$ cat src/sv/opw_pkg.sv
// shared constants, types and command/status structs of the page-mode pixel writer
`timescale 1ns / 1ps

package opw_pkg;

  // panel geometry
  localparam int PANEL_WIDTH  = 64;
  localparam int PANEL_HEIGHT = 48;

  localparam int PAGE_COUNT  = (PANEL_HEIGHT + 7) / 8;
  localparam int STORE_DEPTH = PANEL_WIDTH * PAGE_COUNT;
  localparam int ADDR_W      = $clog2(STORE_DEPTH);
  localparam int PAGE_W      = (PAGE_COUNT > 1) ? $clog2(PAGE_COUNT) : 1;

  // controller command codes
  localparam logic [7:0] CMD_PAGE     = 8'hB0;
  localparam logic [7:0] CMD_COL_HIGH = 8'h10;
  localparam logic [7:0] COL_LOW_MASK = 8'h0F;
  localparam logic [3:0] OFFSET_RESET = 4'h2;

  typedef enum logic [1:0] {
    ST_CLEAR,
    ST_IDLE,
    ST_MODIFY,
    ST_EMIT
  } state_t;

  typedef enum logic [1:0] {
    BEAT_PAGE,
    BEAT_COL_HI,
    BEAT_COL_LO,
    BEAT_DATA
  } beat_t;

  typedef struct packed {
    logic  clr_we;    // write zero at the sweep address
    logic  capture;   // pixel beat accepted
    logic  modify;    // write back the updated page byte
    logic  load_out;  // load the output register
    beat_t beat;      // which byte to load
  } dp_cmd_t;

  typedef struct packed {
    logic clr_last;   // sweep at the final entry
    logic in_range;   // offered pixel lies inside the panel
    logic out_free;   // output register can take a beat
  } dp_status_t;

endpackage

$ cat src/sv/opw_if.sv
// valid/ready channel interfaces for pixel requests, link bytes and configuration
`timescale 1ns / 1ps

interface opw_pixel_if;
  logic       valid;
  logic       ready;
  logic       func;
  logic [7:0] pixel_x;
  logic [7:0] pixel_y;

  modport source (output valid, func, pixel_x, pixel_y, input ready);
  modport sink (input valid, func, pixel_x, pixel_y, output ready);
endinterface

interface opw_byte_if;
  logic       valid;
  logic       ready;
  logic [7:0] out_byte;
  logic       is_data;
  logic       last;

  modport source (output valid, out_byte, is_data, last, input ready);
  modport sink (input valid, out_byte, is_data, last, output ready);
endinterface

interface opw_cfg_if;
  logic       valid;
  logic       ready;
  logic [3:0] column_high_offset;

  modport source (output valid, column_high_offset, input ready);
  modport sink (input valid, column_high_offset, output ready);
endinterface

$ cat src/sv/opw_ctrl.sv
// controller state machine: clearing sweep, accept, read-modify-write, byte sequencing
`timescale 1ns / 1ps

module opw_ctrl (
  input  logic                clk,
  input  logic                rst,
  input  logic                in_valid,
  output logic                in_ready,
  input  opw_pkg::dp_status_t status,
  output opw_pkg::dp_cmd_t    cmd
);

  opw_pkg::state_t state, state_next;
  opw_pkg::beat_t  cnt, cnt_next;

  always_ff @(posedge clk) begin
    if (rst) begin
      state <= opw_pkg::ST_CLEAR;
      cnt   <= opw_pkg::BEAT_PAGE;
    end else begin
      state <= state_next;
      cnt   <= cnt_next;
    end
  end

  always_comb begin
    state_next   = state;
    cnt_next     = cnt;
    in_ready     = 1'b0;
    cmd.clr_we   = 1'b0;
    cmd.capture  = 1'b0;
    cmd.modify   = 1'b0;
    cmd.load_out = 1'b0;
    cmd.beat     = cnt;
    case (state)
      opw_pkg::ST_CLEAR: begin
        cmd.clr_we = 1'b1;
        if (status.clr_last) begin
          state_next = opw_pkg::ST_IDLE;
        end
      end
      opw_pkg::ST_IDLE: begin
        in_ready    = 1'b1;
        cmd.capture = in_valid;
        if (in_valid && status.in_range) begin
          state_next = opw_pkg::ST_MODIFY;
        end
      end
      opw_pkg::ST_MODIFY: begin
        cmd.modify = 1'b1;
        cmd.beat   = opw_pkg::BEAT_PAGE;
        state_next = opw_pkg::ST_EMIT;
        if (status.out_free) begin
          cmd.load_out = 1'b1;
          cnt_next     = opw_pkg::BEAT_COL_HI;
        end else begin
          cnt_next = opw_pkg::BEAT_PAGE;
        end
      end
      opw_pkg::ST_EMIT: begin
        if (status.out_free) begin
          cmd.load_out = 1'b1;
          if (cnt == opw_pkg::BEAT_DATA) begin
            // last beat goes out while the next pixel is taken
            in_ready    = 1'b1;
            cmd.capture = in_valid;
            cnt_next    = opw_pkg::BEAT_PAGE;
            if (in_valid && status.in_range) begin
              state_next = opw_pkg::ST_MODIFY;
            end else begin
              state_next = opw_pkg::ST_IDLE;
            end
          end else begin
            cnt_next = opw_pkg::beat_t'(cnt + 2'd1);
          end
        end
      end
      default: begin
        state_next = opw_pkg::ST_IDLE;
      end
    endcase
  end

endmodule

$ cat src/sv/opw_dp.sv
// datapath: frame store, request registers, offset register and output register
`timescale 1ns / 1ps

module opw_dp (
  input  logic                clk,
  input  logic                rst,
  input  logic                cfg_we,
  input  logic [3:0]          cfg_offset,
  input  logic                func,
  input  logic [7:0]          pixel_x,
  input  logic [7:0]          pixel_y,
  input  opw_pkg::dp_cmd_t    cmd,
  output opw_pkg::dp_status_t status,
  output logic                out_valid,
  input  logic                out_ready,
  output logic [7:0]          out_byte,
  output logic                is_data,
  output logic                last
);

  logic [7:0] mem [opw_pkg::STORE_DEPTH];
  logic [7:0] rdata;

  logic [opw_pkg::ADDR_W-1:0] clr_addr;
  logic [opw_pkg::ADDR_W-1:0] req_addr;
  logic [opw_pkg::ADDR_W-1:0] in_addr;
  logic [opw_pkg::ADDR_W-1:0] waddr;
  logic [15:0]                addr_full;
  logic [opw_pkg::PAGE_W-1:0] in_page;
  logic [opw_pkg::PAGE_W-1:0] req_page;
  logic [7:0]                 req_x;
  logic [2:0]                 req_bit;
  logic                       req_func;
  logic [3:0]                 offset;
  logic [7:0]                 data_byte;
  logic [7:0]                 new_byte;
  logic [7:0]                 bit_mask;
  logic [7:0]                 wdata;
  logic [7:0]                 beat_byte;
  logic                       we;

  assign in_page   = pixel_y[opw_pkg::PAGE_W+2:3];
  assign addr_full = 16'(pixel_x) * 16'(opw_pkg::PAGE_COUNT) + 16'(in_page);
  assign in_addr   = addr_full[opw_pkg::ADDR_W-1:0];

  assign status.in_range = ({1'b0, pixel_x} < 9'(opw_pkg::PANEL_WIDTH)) &&
                           ({1'b0, pixel_y} < 9'(opw_pkg::PANEL_HEIGHT));
  assign status.clr_last = (clr_addr == opw_pkg::ADDR_W'(opw_pkg::STORE_DEPTH - 1));
  assign status.out_free = !out_valid || out_ready;

  // set or clear one bit of the page byte
  assign bit_mask = 8'b1 << req_bit;
  assign new_byte = req_func ? (rdata & ~bit_mask) : (rdata | bit_mask);

  assign we    = cmd.clr_we || cmd.modify;
  assign waddr = cmd.clr_we ? clr_addr : req_addr;
  assign wdata = cmd.clr_we ? 8'h00 : new_byte;

  always_ff @(posedge clk) begin
    if (we) begin
      mem[waddr] <= wdata;
    end
    rdata <= mem[in_addr];
  end

  always_ff @(posedge clk) begin
    if (rst) begin
      clr_addr <= '0;
      offset   <= opw_pkg::OFFSET_RESET;
    end else begin
      if (cmd.clr_we) begin
        clr_addr <= clr_addr + 1'b1;
      end
      if (cfg_we) begin
        offset <= cfg_offset;
      end
    end
  end

  always_ff @(posedge clk) begin
    if (cmd.capture) begin
      req_addr <= in_addr;
      req_page <= in_page;
      req_x    <= pixel_x;
      req_bit  <= pixel_y[2:0];
      req_func <= func;
    end
    if (cmd.modify) begin
      data_byte <= new_byte;
    end
  end

  always_comb begin
    case (cmd.beat)
      opw_pkg::BEAT_PAGE:   beat_byte = opw_pkg::CMD_PAGE | 8'(req_page);
      opw_pkg::BEAT_COL_HI: beat_byte = (opw_pkg::CMD_COL_HIGH | {4'b0, req_x[7:4]}) +
                                        {4'b0, offset};
      opw_pkg::BEAT_COL_LO: beat_byte = req_x & opw_pkg::COL_LOW_MASK;
      opw_pkg::BEAT_DATA:   beat_byte = data_byte;
      default:              beat_byte = data_byte;
    endcase
  end

  always_ff @(posedge clk) begin
    if (rst) begin
      out_valid <= 1'b0;
    end else if (cmd.load_out) begin
      out_valid <= 1'b1;
    end else if (out_ready) begin
      out_valid <= 1'b0;
    end
  end

  always_ff @(posedge clk) begin
    if (cmd.load_out) begin
      out_byte <= beat_byte;
      is_data  <= (cmd.beat == opw_pkg::BEAT_DATA);
      last     <= (cmd.beat == opw_pkg::BEAT_DATA);
    end
  end

endmodule

$ cat src/sv/oled_page_pixel_writer.sv
// top level of the page-mode pixel writer: controller, datapath and channel hookup
`timescale 1ns / 1ps

// Takes pixel set/clear requests and turns each one inside the panel into a
// four-beat run for the display link: page-address command, column-high
// command (with the programmable column offset added), column-low command,
// then the updated page byte flagged with is_data and last. A shadow copy of
// the panel (one byte per column per 8-row page) lives in an internal block
// memory and is updated by read-modify-write. Requests outside the panel are
// accepted and dropped with no output. The four beats of an in-panel pixel
// leave through a single output register, and the next pixel is accepted on
// the cycle the data beat is loaded. After reset the store is swept to zero,
// one entry per cycle, over all STORE_DEPTH (384 for a 64x48 panel) entries;
// the pixel input is not ready during the sweep, configuration writes are
// taken at any time but are meant only while the block is idle.

module oled_page_pixel_writer (
  input  logic              clk,
  input  logic              rst,
  opw_pixel_if.sink         pixel,
  opw_cfg_if.sink           cfg,
  opw_byte_if.source        link
);

  opw_pkg::dp_cmd_t    cmd;
  opw_pkg::dp_status_t status;

  // offset register is always writable
  assign cfg.ready = 1'b1;

  // sequencer: sweep, accept, modify, then four link beats
  opw_ctrl u_ctrl (
    .clk      (clk),
    .rst      (rst),
    .in_valid (pixel.valid),
    .in_ready (pixel.ready),
    .status   (status),
    .cmd      (cmd)
  );

  // store, request capture and output register
  opw_dp u_dp (
    .clk        (clk),
    .rst        (rst),
    .cfg_we     (cfg.valid),
    .cfg_offset (cfg.column_high_offset),
    .func       (pixel.func),
    .pixel_x    (pixel.pixel_x),
    .pixel_y    (pixel.pixel_y),
    .cmd        (cmd),
    .status     (status),
    .out_valid  (link.valid),
    .out_ready  (link.ready),
    .out_byte   (link.out_byte),
    .is_data    (link.is_data),
    .last       (link.last)
  );

endmodule

$ cat src/flat_wrapper.sv
// flat-port wrapper written by rule: the top's interface ports become plain ports
module oled_page_pixel_writer_flat 
  (clk, rst, pixel_valid, pixel_func, pixel_pixel_x, pixel_pixel_y, pixel_ready, cfg_valid, cfg_column_high_offset, cfg_ready, link_valid, link_out_byte, link_is_data, link_last, link_ready);
  opw_pixel_if pixel_i ();
  opw_cfg_if cfg_i ();
  opw_byte_if link_i ();
  input  logic clk;
  input  logic rst;
  input wire logic [$bits(pixel_i.valid)-1:0] pixel_valid;
  input wire logic [$bits(pixel_i.func)-1:0] pixel_func;
  input wire logic [$bits(pixel_i.pixel_x)-1:0] pixel_pixel_x;
  input wire logic [$bits(pixel_i.pixel_y)-1:0] pixel_pixel_y;
  output wire logic [$bits(pixel_i.ready)-1:0] pixel_ready;
  input wire logic [$bits(cfg_i.valid)-1:0] cfg_valid;
  input wire logic [$bits(cfg_i.column_high_offset)-1:0] cfg_column_high_offset;
  output wire logic [$bits(cfg_i.ready)-1:0] cfg_ready;
  output wire logic [$bits(link_i.valid)-1:0] link_valid;
  output wire logic [$bits(link_i.out_byte)-1:0] link_out_byte;
  output wire logic [$bits(link_i.is_data)-1:0] link_is_data;
  output wire logic [$bits(link_i.last)-1:0] link_last;
  input wire logic [$bits(link_i.ready)-1:0] link_ready;
  assign pixel_i.valid = pixel_valid;
  assign pixel_i.func = pixel_func;
  assign pixel_i.pixel_x = pixel_pixel_x;
  assign pixel_i.pixel_y = pixel_pixel_y;
  assign pixel_ready = pixel_i.ready;
  assign cfg_i.valid = cfg_valid;
  assign cfg_i.column_high_offset = cfg_column_high_offset;
  assign cfg_ready = cfg_i.ready;
  assign link_valid = link_i.valid;
  assign link_out_byte = link_i.out_byte;
  assign link_is_data = link_i.is_data;
  assign link_last = link_i.last;
  assign link_i.ready = link_ready;
  oled_page_pixel_writer u_core (.clk(clk), .rst(rst), .pixel(pixel_i), .cfg(cfg_i), .link(link_i));
endmodule
$ cat config.mk
export PLATFORM = sky130hd
export DESIGN_NAME = oled_page_pixel_writer_flat
export DESIGN_NICKNAME = d
export VERILOG_FILES = /design/src/sv/opw_pkg.sv /design/src/sv/opw_if.sv /design/src/sv/opw_ctrl.sv /design/src/sv/opw_dp.sv /design/src/sv/oled_page_pixel_writer.sv /design/src/flat_wrapper.sv
export SDC_FILE = /design/constraint.sdc
export NUM_CORES = 2
export LEC_CHECK = 0
export BUFFER_PORTS_ARGS = -buffer_cell sky130_fd_sc_hd__buf_2
export CAP_MARGIN = 15
export CORE_MARGIN = 2
export CORE_UTILIZATION = 50
export CTS_BUF_LIST = sky130_fd_sc_hd__clkbuf_16
export DETAILED_ROUTE_END_ITERATION = 7
export PLACE_DENSITY = 0.65
export SKIP_CTS_REPAIR_TIMING = 1
export SLEW_MARGIN = 10
export SYNTH_ARGS = -nofsm -noshare
export SYNTH_HDL_FRONTEND = slang
export SYNTH_SLANG_ARGS = --single-unit
$ cat constraint.sdc
create_clock -name clk -period 14 [get_ports clk]
set_input_delay 4.2 -clock clk [delete_from_list [all_inputs] [get_ports clk]]
set_output_delay 4.2 -clock clk [all_outputs]
set_load 0.02 [all_outputs]
## After elaboration in Yosys (flattened, before gate mapping)

Memories as Yosys holds them, arrays and structs flattened. A register that Yosys moved wholly into a read port is not among the register bits.
Cells that the tools add are included.
W data, S select, Z words.

| word-level totals | value |
|---|---|
| register bits after elaboration | 59 |
| latch bits | 0 |
| bits in writable memories | 3,072 |
| bits in read-only memories | 0 |
| output and inout bits | 13 |
| logic and storage cells | 78 |
| memories kept | 1 |

| operators by class | value |
|---|---|
| $add $sub $neg | 4 |
| $mul | 1 |
| divide/modulo/power cells | 0 |
| order comparisons | 2 |
| equal/unequal tests | 12 |
| shifts and indexed selects | 1 |
| muxes and demuxes | 29 |
| bitwise logic cells | 3 |
| reduce and logical (&&, ||, !) cells | 12 |

Memories:

| memory | words | width | read ports | clocked after Yosys merged registers in | wr ports | line | source |
|---|---|---|---|---|---|---|---|
| u_core.u_dp.mem | 384 | 8 | 1 | 1 | 1 | opw_dp.sv:21 | `logic [7:0] mem [opw_pkg::STORE_DEPTH];` |

Operator list:

| operator | count |
|---|---|
| $pmux W8 S4 | 1 |
| $mux W2 | 8 |
| $mux W8 | 2 |
| $mux W1 | 13 |
| $eq A2 B2 Y1 const B | 5 |
| $add A9 B1 Y9 const B | 1 |
| $add A9 B3 Y9 | 1 |
| $eq A9 B9 Y1 const B | 1 |
| $mux W9 | 1 |
| $and A8 B8 Y8 | 1 |
| $lt A8 B6 Y1 const B | 1 |
| $lt A8 B7 Y1 const B | 1 |
| $mul A8 B2 Y8 const B | 1 |
| $not A8 Y8 | 1 |
| $or A8 B8 Y8 | 1 |
| $pmux W2 S4 | 1 |
| $shl A1 B3 Y8 const A | 1 |
| $add A5 B4 Y6 | 1 |
| $eq A2 B1 Y1 const B | 2 |
| $logic_not A2 Y1 | 2 |
| $ne A2 B1 Y1 const B | 2 |
| $ne A2 B2 Y1 const B | 2 |
| $pmux W1 S2 | 2 |
| $pmux W2 S2 | 1 |
| 8 further kinds | 11 |

## Longest topological paths before layout

| logic depth | value |
|---|---|
| depth in word-level cells | 7 |
| gate-level depth with buffers | 16 |
| depth with buffers taken out | 12 |

## By module

A second synthesis with hierarchy kept.

| unflattened totals | value |
|---|---|
| cell total of the unflattened synthesis | 5,704 |
| area, all modules | 122,897.9 µm² |

By module, submodules not included:

| module | times used | cells an instance | area each (µm²) | seq. area each (µm²) |
|---|---|---|---|---|
| opw_dp | 1 | 5,673 | 122,645.1 | 93,890.0 |
| opw_ctrl | 1 | 29 | 241.5 | 80.1 |
| oled_page_pixel_writer | 1 | 2 | 11.3 | 0.0 |

## Worst setup path before layout

OpenSTA, ideal clock, no wires.

| timing path | value |
|---|---|
| path type | input port to output port |
| from | in link_ready |
| to | out pixel_ready |
| arrival time | 4.749 ns |
| data required time | 9.800 ns |
| slack | 5.051 ns |
| stages on the path | 3 |
| buffers on the path | 0 |
| path through | nand2b_1 > a21oi_1 > nor2_1 |

| on the way | value |
|---|---|
| cells in the longest elaborated chain, start to end | 3 |

RTL lines:

| item | line | source |
|---|---|---|
| from (decl) | flat_wrapper.sv:21 | `input wire logic [$bits(link_i.ready)-1:0] link_ready;` |
| $logic_or A1 B1 Y1 | opw_dp.sv:49 | `assign status.out_free = !out_valid \|\| out_ready;` |
| $mux W1 | opw_ctrl.sv:61 | `if (status.out_free) begin` |
| $pmux W1 S2 | opw_ctrl.sv:35 | `case (state)` |
| to (decl) | flat_wrapper.sv:13 | `output wire logic [$bits(pixel_i.ready)-1:0] pixel_ready;` |

Every way passes these cells.

## Final worst setup path

Same ends and word-level chain as after synthesis.

==> results.json <==
{
  "final_common_cell": "edfxtp_1",
  "drive_gt1_frac": 0.2245,
  "post-route-period-util": 0.6513,
  "fin_cells": 9293,
  "dieWidth_um": 500.8,
  "nFillCells": 17942,
  "dp_hpwl_mm": 182.4,
  "mappedNetlistNets": 5795,
  "tightestPinTransition_ns": 1.409,
  "hold-worst-slack_ns": 0.5379,
  "drt_iter0_drc": 7980,
  "clock_sinks": 3138,
  "use_met1": 0.3605,
  "finalWeightedCongestion": 0.8420,
  "antenna_left": 0,
  "max-slew-margin-rel": 0.06090,
  "cts_max_level": 5,
  "cts_buffer_depth": 4,
  "grt_use_met2": 0.3851,
  "grt_pass1_vias": 58869,
  "finalHoldViolCount": 0,
  "layout_common_cells": "edfxtp_1 (3112), mux4_2 (756), nor2_1 (459), clkbuf_16 (327), mux2i_1 (212)",
  "powerDensity_nw_per_um2": 149.4,
  "outcome": "complete, but fails checks",
  "worst_ep_arrival_time_ns": 4.92,
  "max_freq_mhz": 109.7,
  "end_kind": "output port",
  "failed_checks": "DRC",
  "die_y_um": 500.8,
  "syn_area_sq_um": 123400,
  "yosys_register_bits": 3138,
  "grt_pass1_wl_mm": 447.6,
  "rsz0062_at_grt": "no",
  "area_growth_syn_to_layout_pct": 10.15,
  "post_drt_wl_per_cell_um": 34.02,
  "cts.clk_slew.worst_paths_ns": 0.06,
  "antenna_found_initial": 8,
  "wl_mm": 316.1,
  "cts_buffers": 318,
  "ys_warn_count": 0,
  "drtPass1Iterations": 8,
  "insertion_delay_ns": 0.95,
  "cp.required_ns": 9.80,
  "route.detailed.drc": 2,
  "setup_viol": 0,
  "ys_seq_area_frac": 0.7614,
  "ir_worst_vdd_uv": 119.4,
  "grt_overflow": 0,
  "fin_crit_ns": 9.118,
  "dieArea_sq_um": 250800,
  "grt_usage": 0.2510,
  "drv_slew": 0,
  "hold_path.class": "reg -> reg",
  "cts-root-buf": "clkbuf_16",
  "vias": 60239,
  "coreArea_sq_um": 245700,
  "viasPerCell": 6.482,
  "worst-setup-path-type": "in -> out",
  "grt_util_met3": 0.04987,
  "ys_async_sr_fraction": 0,
  "cp-start-kind": "input port",
  "synth.avg_cell_area_sq_um": 21.46,
  "numPlacedInstances": 8753,
  "fin_tns_setup_ns": 0,
  "p_leak_nw": 42.37,
  "synth_cell_type_count": 89,
  "worstPathMaxFanout": 5,
  "fin_skew_ns": 0.04682,
  "io_pins": 39,
  "grt_max_degree": 242,
  "synth_edf_count": 3112,
  "cap_violations": 0,
  "synthCells": 5751,
  "cts_tree": "yes",
  "port_buffers": 37,
  "top_usage_layer": "met2",
  "initial_core_util": 0.5023,
  "synth_top_flop_cell": "edfxtp_1",
  "finish.net_count": 5900,
  "power_mw": 20.31,
  "rows": 182
}
==> per-stage QoR <==
step | worst slack [ns] | instance area (sq um) | util
after CTS | 4.886 | 135900 | 0.5530
after detailed placement | 4.586 | 126300 | 0.5140
final | 4.882 | 136000 | 0.5533
after floorplan | 5.051 | 123400 | -
after global placement | 4.350 | 126300 | 0.5139
after global routing | 4.815 | 135900 | 0.5533
==> report_power, final <==
group / internal [mW] / leakage, nW / switching (mW)
logic: 0.721 / 9.19 / 1.35
clock network: 4.58 / 4.96 / 3.42
registers: 10.2 / 28.2 / 0.0414
total: 15.5 / 42.4 / 4.81
==> per-layer routing <==
metal  wire [um]  up-vias  share of wire
met5          37        -        0.00012
met4       12740        6          0.040
met3       28730      594          0.091
met2      149600     3105           0.47
met1      125000    32288           0.40
li1            -    24246              -
==> cell usage after synthesis (29+ instances only) <==
library cell	instances	area share
mux4_2	756	0.14
clkbuf_1	101	0.0031
a22oi_1	75	0.0046
o221ai_1	30	0.0021
nor2_1	462	0.014
o22ai_1	31	0.0016
a221oi_1	29	0.0021
mux4_1	33	0.0070
buf_4	63	0.0038
edfxtp_1	3112	0.76
mux2i_1	212	0.017
o21ai_0	37	0.0015
a211oi_1	37	0.0023
buf_2	95	0.0039
a21oi_1	81	0.0033
nand2_1	140	0.0043
buf_6	58	0.0053
==> path summary, 6_finish.rpt <==
path                                       endpoint                           startpoint  cells past startpoint  slack, ns
setup reg to reg  u_core.u_dp.mem[270][3]$_DFFE_PP_  u_core.u_ctrl.state[1]$_SDFFE_PP0P_                      6       8.97
setup / recovery                        pixel_ready                           link_ready                      5       4.88
hold / removal    u_core.u_dp.out_byte[6]$_DFFE_PP_   u_core.u_dp.data_byte[6]$_DFFE_PP_                      1       0.54
hold reg to reg   u_core.u_dp.out_byte[6]$_DFFE_PP_   u_core.u_dp.data_byte[6]$_DFFE_PP_                      1       0.54
==> area by class of cell <==
cell class	instances	area (sq um)	share of cell area
antenna	5	12.51	0.00009203
clock buffer	327	8183	0.06019
clock inverter	205	1408	0.01035
inverter	19	85.08	0.0006258
multi-input combinational	2246	27130	0.1996
sequential	3138	93970	0.6912
tap	3220	4029	0.02963
timing repair buffer	133	1134	0.008338
==> cells by family (layout without fill, tap and decap cells) <==
group,count (synthesis),after routing,share of synthesized area
AND/OR/NAND/NOR,778,778,0.02715
AO/OA/AOI/OAI,411,411,0.02344
multiplexers,1023,1023,0.1642
flip-flops,3138,3138,0.7614
XOR/XNOR,15,15,0.001308
buffers and inverters,367,684,0.02051
other,1,6,0.00003038
adder cells (fa/ha/maj),18,18,0.002007
==> sequential cells by signal, indices dropped and copies added, names as in the netlist <==
register and count:
u_core.u_ctrl.cnt 2, u_core.u_ctrl.state 2, u_core.u_dp.clr_addr 9, u_core.u_dp.data_byte 8, u_core.u_dp.last 1, u_core.u_dp.mem 3072, u_core.u_dp.offset 4, u_core.u_dp.out_byte 8
u_core.u_dp.out_valid 1, u_core.u_dp.rdata 8, u_core.u_dp.req_addr 9, u_core.u_dp.req_bit 3, u_core.u_dp.req_func 1, u_core.u_dp.req_page 2, u_core.u_dp.req_x 8
==> worst max-delay path: stages <==
cell and delay (ns):
buf_2 0.07, nand2b_1 0.17, a21oi_1 0.09, nor2_1 0.19, buf_2 0.21
No activity file was read; power rests on OpenSTA's default activity.
